File: src/design/pba_pkg.sv
// Shared types, sizes and status codes of the page bitmap allocator.
// The bitmap is kept as words of WORD_W bits, one summary flag per word.
// No dependencies.
package pba_pkg;

  localparam int NUM_PAGES  = 4096;
  localparam int PAGE_SHIFT = 12;

  localparam int WORD_W    = 64;
  localparam int BIT_W     = $clog2(WORD_W);
  localparam int NUM_WORDS = (NUM_PAGES + WORD_W - 1) / WORD_W;
  localparam int WIDX_W    = (NUM_WORDS > 1) ? $clog2(NUM_WORDS) : 1;
  localparam int LAST_BITS = NUM_PAGES - (NUM_WORDS - 1) * WORD_W;

  typedef logic [WORD_W-1:0] word_t;
  typedef logic [WIDX_W-1:0] widx_t;
  typedef logic [BIT_W-1:0]  bidx_t;

  localparam widx_t LAST_WORD = WIDX_W'(NUM_WORDS - 1);
  localparam word_t PAD_MASK  = ~((word_t'(1) << LAST_BITS) - word_t'(1));
  localparam logic [31:0] LOW_MASK = (32'd1 << PAGE_SHIFT) - 32'd1;

  localparam logic [2:0] STATUS_ALLOCATED  = 3'd0;
  localparam logic [2:0] STATUS_NONE_FREE  = 3'd1;
  localparam logic [2:0] STATUS_FREED      = 3'd2;
  localparam logic [2:0] STATUS_MISALIGNED = 3'd3;
  localparam logic [2:0] STATUS_OUT_RANGE  = 3'd4;

  localparam logic CMD_ALLOC = 1'b0;
  localparam logic CMD_FREE  = 1'b1;

  typedef struct packed {
    logic  en;
    widx_t addr;
  } map_rd_t;

  typedef struct packed {
    logic  en;
    widx_t addr;
    word_t data;
  } map_wr_t;

  function automatic bidx_t lowest_zero(word_t w);
    bidx_t r;
    r = '0;
    for (int i = WORD_W - 1; i >= 0; i--) begin
      if (!w[i]) begin
        r = BIT_W'(i);
      end
    end
    return r;
  endfunction

endpackage

File: src/design/pba_map_mem.sv
// Bitmap word memory with a registered read port and one write port.
// Rows carry valid flags cleared at reset; an unwritten row reads as zero.
// Depends on pba_pkg.
module pba_map_mem
  import pba_pkg::*;
(
  input  logic    clk_i,
  input  logic    rst_ni,
  input  map_rd_t rd_i,
  output word_t   rd_data_o,
  input  map_wr_t wr_i
);

  word_t                 mem [NUM_WORDS];
  logic [NUM_WORDS-1:0]  row_valid_q;
  word_t                 rd_word_q;
  logic                  rd_valid_q;

  always_ff @(posedge clk_i) begin
    if (wr_i.en) begin
      mem[wr_i.addr] <= wr_i.data;
    end
    if (rd_i.en) begin
      rd_word_q <= mem[rd_i.addr];
    end
  end

  always_ff @(posedge clk_i or negedge rst_ni) begin
    if (!rst_ni) begin
      row_valid_q <= '0;
      rd_valid_q  <= 1'b0;
    end else begin
      if (wr_i.en) begin
        row_valid_q[wr_i.addr] <= 1'b1;
      end
      if (rd_i.en) begin
        rd_valid_q <= row_valid_q[rd_i.addr];
      end
    end
  end

  assign rd_data_o = rd_valid_q ? rd_word_q : '0;

endmodule

File: config.mk
export PLATFORM = sky130hd
export DESIGN_NAME = pba_map_mem
export DESIGN_NICKNAME = d
export VERILOG_FILES = /design/src/design/pba_pkg.sv /design/src/design/pba_map_mem.sv
export SDC_FILE = /design/constraint.sdc
export NUM_CORES = 2
export LEC_CHECK = 0
export ABC_CLOCK_PERIOD_IN_PS = 4500
export BUFFER_PORTS_ARGS = -buffer_cell sky130_fd_sc_hd__buf_2
export CORE_MARGIN = 4
export CORE_UTILIZATION = 60
export CTS_BUF_LIST = sky130_fd_sc_hd__clkbuf_8
export DETAILED_ROUTE_END_ITERATION = 16
export GPL_TIMING_DRIVEN = 0
export PLACE_DENSITY = 0.76
export SLEW_MARGIN = 10
export SYNTH_ARGS = -nofsm -noshare
export SYNTH_HDL_FRONTEND = slang
export SYNTH_SLANG_ARGS = --single-unit
File: constraint.sdc
create_clock -name clk_i -period 4.5 [get_ports clk_i]
set_clock_uncertainty 0.15 [all_clocks]
set_input_delay 0.225 -clock clk_i [delete_from_list [all_inputs] [get_ports clk_i]]
set_output_delay 0.225 -clock clk_i [all_outputs]
set_load 0.05 [all_outputs]
Word level (Yosys, flattened, before mapping)
Memories as Yosys holds them, arrays and structs flattened. A register that Yosys moved wholly into a read port is not among the register bits.
Index checks and enable logic that the tools add are counted.
- memories kept: 1
- logic and storage cells: 15
- register bits after elaboration: 65
- bits of input ports: 80
- output and inout bits: 64
- bits in writable memories: 4096
- memory list (name ; depth ; bits a word ; rd ports ; clocked after Yosys merged registers in ; write ports ; line ; source):
    mem ; 64 ; 64 ; 1 ; 1 ; 1 ; pba_map_mem.sv:14 ; word_t mem [NUM_WORDS];
- muxes and demuxes: 7
- bitwise logic cells: 1
- $lt $le $gt $ge: 3
- reduce and logical (&&, ||, !) cells: 1
- operators by type and width (kind ; count):
    $mux W64 ; 1
    $or A64 B64 Y64 ; 1
    $lt A6 B7 Y1 const B ; 2
    $bmux W1 S6 ; 1
    $demux W1 S6 ; 1
    $ge A6 B1 Y1 const B ; 1
    $mux W1 ; 4
    $logic_and A1 B1 Y1 ; 1

Depth between registers and ports, before layout
- depth after elaboration: 5
- depth in mapped cells: 9

Worst setup path after synthesis
OpenSTA, ideal clock, no wires.
- path type: input -> register
- start point: input port wr_i[67] in the netlist's numbering
- end point: register row_valid_q[48]
- data required time: 4.258 ns
- stages: 5
- setup slack: -1.503 ns
- data arrival time: 5.761 ns
- cells stage by stage: clkbuf_1 -> nand4b_1 -> or2_2 -> nor3_1 -> or2_2
- word-level cells in the longest chain between the ends: 5
- elaborated cells on any way between the ends: 6
- RTL lines (element ; line ; source):
    start, declared ; pba_map_mem.sv:11 ; input map_wr_t wr_i
    $lt A6 B7 Y1 (not written as such) / $ge A6 B1 Y1 (equally long branches) ; pba_map_mem.sv:34 ; row_valid_q[wr_i.addr] <= 1'b1;
    $logic_and A1 B1 Y1 (not written as such) ; pba_map_mem.sv:34 ;
    $mux W1 (not written as such) ; pba_map_mem.sv:34 ;
    $demux W1 S6 * ; pba_map_mem.sv:34 ;
    $or A64 B64 Y64 (no line) * ; -- ;
    end signal, assigned ; pba_map_mem.sv:30 ; row_valid_q <= '0;
    end signal, assigned by index ; pba_map_mem.sv:34 ;
    end, declared ; pba_map_mem.sv:15 ; logic [NUM_WORDS-1:0] row_valid_q;
Every way passes the cells marked *; elsewhere a longest branch is shown, timed or not.
A chain may end at the register's enable or synchronous reset.

Final worst setup path
- start point: register rd_valid_q
- end point: output port rd_data_o[46]
- word-level cells in the longest chain between the ends: 1
- RTL lines (element ; line ; source):
    start, declared ; pba_map_mem.sv:17 ; logic rd_valid_q;
    start signal, assigned ; pba_map_mem.sv:37 ; rd_valid_q <= row_valid_q[rd_i.addr];
    $mux W64 ; pba_map_mem.sv:42 ; assign rd_data_o = rd_valid_q ? rd_word_q : '0;
    end, declared ; pba_map_mem.sv:10 ; output word_t rd_data_o,
No other way between the ends.

==> results_dict.tcl <==
set metrics [dict create \
    start_util_pct 60.3 \
    ioPinCount 144 \
    maxClockFrequency_ghz 0.253 \
    place_hpwl_um 278000 \
    syn-num-nets 6390 \
    cts_tree "yes" \
    post-layout-total-power_mw 77.3 \
    worst_slew_pin_slew_ns 1.35 \
    clk-insertion-delay-late_ns 1.09 \
    seq_area_frac_synth_pct 79.2 \
    power_density_mw_per_mm2 423 \
    dominantRegCellSynth "sky130_fd_sc_hd__edfxtp_1" \
    cts_setup_buffers 0 \
    synth.avg_cell_area_sq_um 25.3 \
    post-route-min-period_ns 3.96 \
    ys_types 29 \
    floorplan.die_area_sq_mm 0.275 \
    wl_um 412000 \
    max_cap_viol_count 0 \
    route.vias.total 77400 \
    maxSlewHeadroom_pct 9.94 \
    number_of_global_route_vias_before_repair 79600 \
    numPortBuffers 133 \
    final_setup_violating_endpoints 0 \
    root_buffer "sky130_fd_sc_hd__clkbuf_8" \
    route.detailed.wl_per_inst_um 35.9 \
    area.growth.synth_to_final_pct 14.3 \
    cts.reportedPaths.clkPinSlew_ns 0.06 \
    detail_route.first_pass.iterations 8 \
    vdd_ir_drop_max_mv 0.291 \
    place_congestion 0.819 \
    yosys_warnings 0 \
    wire_length_of_the_first_global_routing_pass_um 581000 \
    grt_max_degree 66 \
    cts_buffer_depth 4 \
    avgViaCountPerCell 6.75 \
    grt_setup_unrepaired "false" \
    hold_viol_final 0 \
    yosys.area_share.simple_pct 0.948 \
    grt_antenna_before_repair 32 \
    total_leakage_power_nw 58.1 \
    core_area_sq_mm 0.265 \
    first_iter_violations 12200 \
    cts-htree-levels 6 \
    number_of_buffers_created_by_cts 640 \
    run_status "complete, no violations" \
    synth_top_family_by_area "multiplexers" \
    final-max-slew-violation-count 0 \
    yosys.area_share.xor_xnor_pct 0 \
    crit_fanout 10 \
    final_nets 7467 \
    share_of_cell_area_taken_by_muxes_after_synthesis_pct 18.3 \
    post_synth_inst_count 6310 \
    layout-drive-gt1-share_pct 34.2 \
    number_of_flops_mapped_to_enable_cells_by_yosys 4160 \
    row_count 189 \
    worst-endpoint-arrival_ns 3.58 \
    post_synth_instance_area_sq_mm 0.160 \
    drcViolationCount 0 \
    tns_ns 0 \
    die_h_um 524 \
    floorplan.die.width_um 524 \
    synth_compound_area_share_pct 0.653 \
    critical_path.endpoint_type "output pin" \
    synth-seq-cells 4225 \
    gr-usage-all-layers_pct 30.3 \
    antenna_violating_nets_post_route 0 \
    synthAdderAreaFrac_pct 0 \
    grt_overflow 0 \
    synth_async_sr_flop_share_pct 1.54 \
    critPathLaunchType "flip-flop" \
    holdCritPathClass "input pin to flip-flop" \
    layout_worst_path_cycle_share_pct 87.9 \
    cp_data_required_time_ns 4.12 \
    numClockSinks 4225 \
    criticalPathCategory "flip-flop to output pin" \
]
state kept, by name (all words and copies together) (netlist names):
| name | count |
|---|---|
| mem | 4096 |
| rd_valid_q | 1 |
| rd_word_q | 64 |
| row_valid_q | 64 |
worst paths after layout:
kind / from / to / slack, ns / depth (start not counted)
setup / recovery: rd_valid_q / rd_data_o[46] / 0.54 / 4
hold / removal: rd_i[6] / rd_word_q[24] / 0.04 / 2
setup reg to reg: mem[47][53] / rd_word_q[53] / 1.86 / 4
hold reg to reg: row_valid_q[27] / row_valid_q[27] / 0.31 / 1
max in group asynchronous: rst_ni / row_valid_q[27] / 3.82 / 4
min in group asynchronous: rst_ni / row_valid_q[43] / 0.10 / 4
metal layers:
metal | track usage, % | part of all wire [%] | vias to the layer above | routed length (um)
met5 | 0.312 | 0.071 | - | 292
met4 | 14.7 | 5.3 | 19 | 21800
met3 | 8.89 | 13 | 1137 | 52500
met2 | 48.0 | 49 | 5919 | 202000
met1 | 39.3 | 33 | 40500 | 135000
li1 | - | - | 29800 | -
power breakdown:
| group | switching [mW] | leakage, nW | internal (mW) |
|---|---|---|---|
| clock | 14.6 | 6.58 | 14.3 |
| sequential | 0.146 | 38.3 | 43.7 |
| combinational | 2.80 | 13.2 | 1.73 |
| total | 17.6 | 58.1 | 59.7 |
worst max-delay path: stages (launching register included):
cell,delay (ns)
sky130_fd_sc_hd__dfrtp_1,0.35
sky130_fd_sc_hd__clkbuf_2,0.71
sky130_fd_sc_hd__clkbuf_1,0.47
sky130_fd_sc_hd__and2_1,0.56
sky130_fd_sc_hd__buf_2,0.37
through the flow:
step | util [%] | hold WS (ns) | instances | area, sq um | setup slack [ns]
6_report | 68.9 | 0.0361 | 11500 | 183000 | 0.543
5_1_grt | 68.9 | 0.0627 | 11400 | 183000 | 0.543
4_1_cts | 68.9 | 0.0202 | 11400 | 183000 | 0.706
3_5_place_dp | 64.2 | 0.219 | 10200 | 170000 | 0.0872
3_3_place_gp | 62.2 | 0.295 | 9976 | 165000 | -4.18
2_1_floorplan | - | -0.221 | 6310 | 160000 | 0.110
final cells by class:
| class | count | area [sq um] |
|---|---|---|
| clock buffers | 651 | 8960 |
| plain buffers | 334 | 1460 |
| well taps | 3533 | 4420 |
| fillers | 14800 | 82400 |
| diodes | 48 | 120 |
| multi-input cells | 1748 | 32300 |
| clock inverters | 485 | 2570 |
| repair buffers | 435 | 6310 |
| flip-flops and latches | 4225 | 127000 |
| inverters | 3 | 11.3 |
cell usage after synthesis (2+ instances only):
cell	n	area share [%]
sky130_fd_sc_hd__mux2i_1	20	0.13
sky130_fd_sc_hd__edfxtp_1	4160	78
sky130_fd_sc_hd__nor2_1	68	0.16
sky130_fd_sc_hd__or2_2	65	0.25
sky130_fd_sc_hd__a22oi_1	132	0.62
sky130_fd_sc_hd__nor3_1	2	0.0063
sky130_fd_sc_hd__nor2b_1	7	0.027
sky130_fd_sc_hd__nand3b_1	2	0.0094
sky130_fd_sc_hd__nand2_1	74	0.17
sky130_fd_sc_hd__mux4_2	1289	18
sky130_fd_sc_hd__buf_2	111	0.35
sky130_fd_sc_hd__and2_1	65	0.25
sky130_fd_sc_hd__buf_1	36	0.085
sky130_fd_sc_hd__a31oi_1	2	0.0078
sky130_fd_sc_hd__buf_6	4	0.028
sky130_fd_sc_hd__dfrtp_1	65	1.0
sky130_fd_sc_hd__clkbuf_1	182	0.43
sky130_fd_sc_hd__a311oi_1	2	0.011
sky130_fd_sc_hd__inv_1	3	0.0070
sky130_fd_sc_hd__nand3_1	10	0.031
sky130_fd_sc_hd__nand2b_1	3	0.012
logic make-up after synthesis:
group	count (synthesis)
AO/OA/AOI/OAI	139
buffers and inverters	337
flip-flops	4225
multiplexers	1309
AND/OR/NAND/NOR	300
cells in the final DEF (no fill, tap or decap), types with 74 or more instances in the layout:
master                          instances
sky130_fd_sc_hd__clkinv_1             175
sky130_fd_sc_hd__nand2_1               74
sky130_fd_sc_hd__a22oi_1              132
sky130_fd_sc_hd__inv_1                190
sky130_fd_sc_hd__mux4_2              1289
sky130_fd_sc_hd__clkbuf_8             651
sky130_fd_sc_hd__edfxtp_1            4160
sky130_fd_sc_hd__dlygate4sd3_1         76
sky130_fd_sc_hd__buf_2                245
sky130_fd_sc_hd__clkbuf_1             160
sky130_fd_sc_hd__buf_12               158
what timing repair did:
item | in CTS | in global routing
gates resized for setup | 0 | 0
hold endpoints to repair | 4307 | 0
setup endpoints to repair | 0 | 0
hold buffers | 77 | 0
Power figures use the tool's default switching activity.
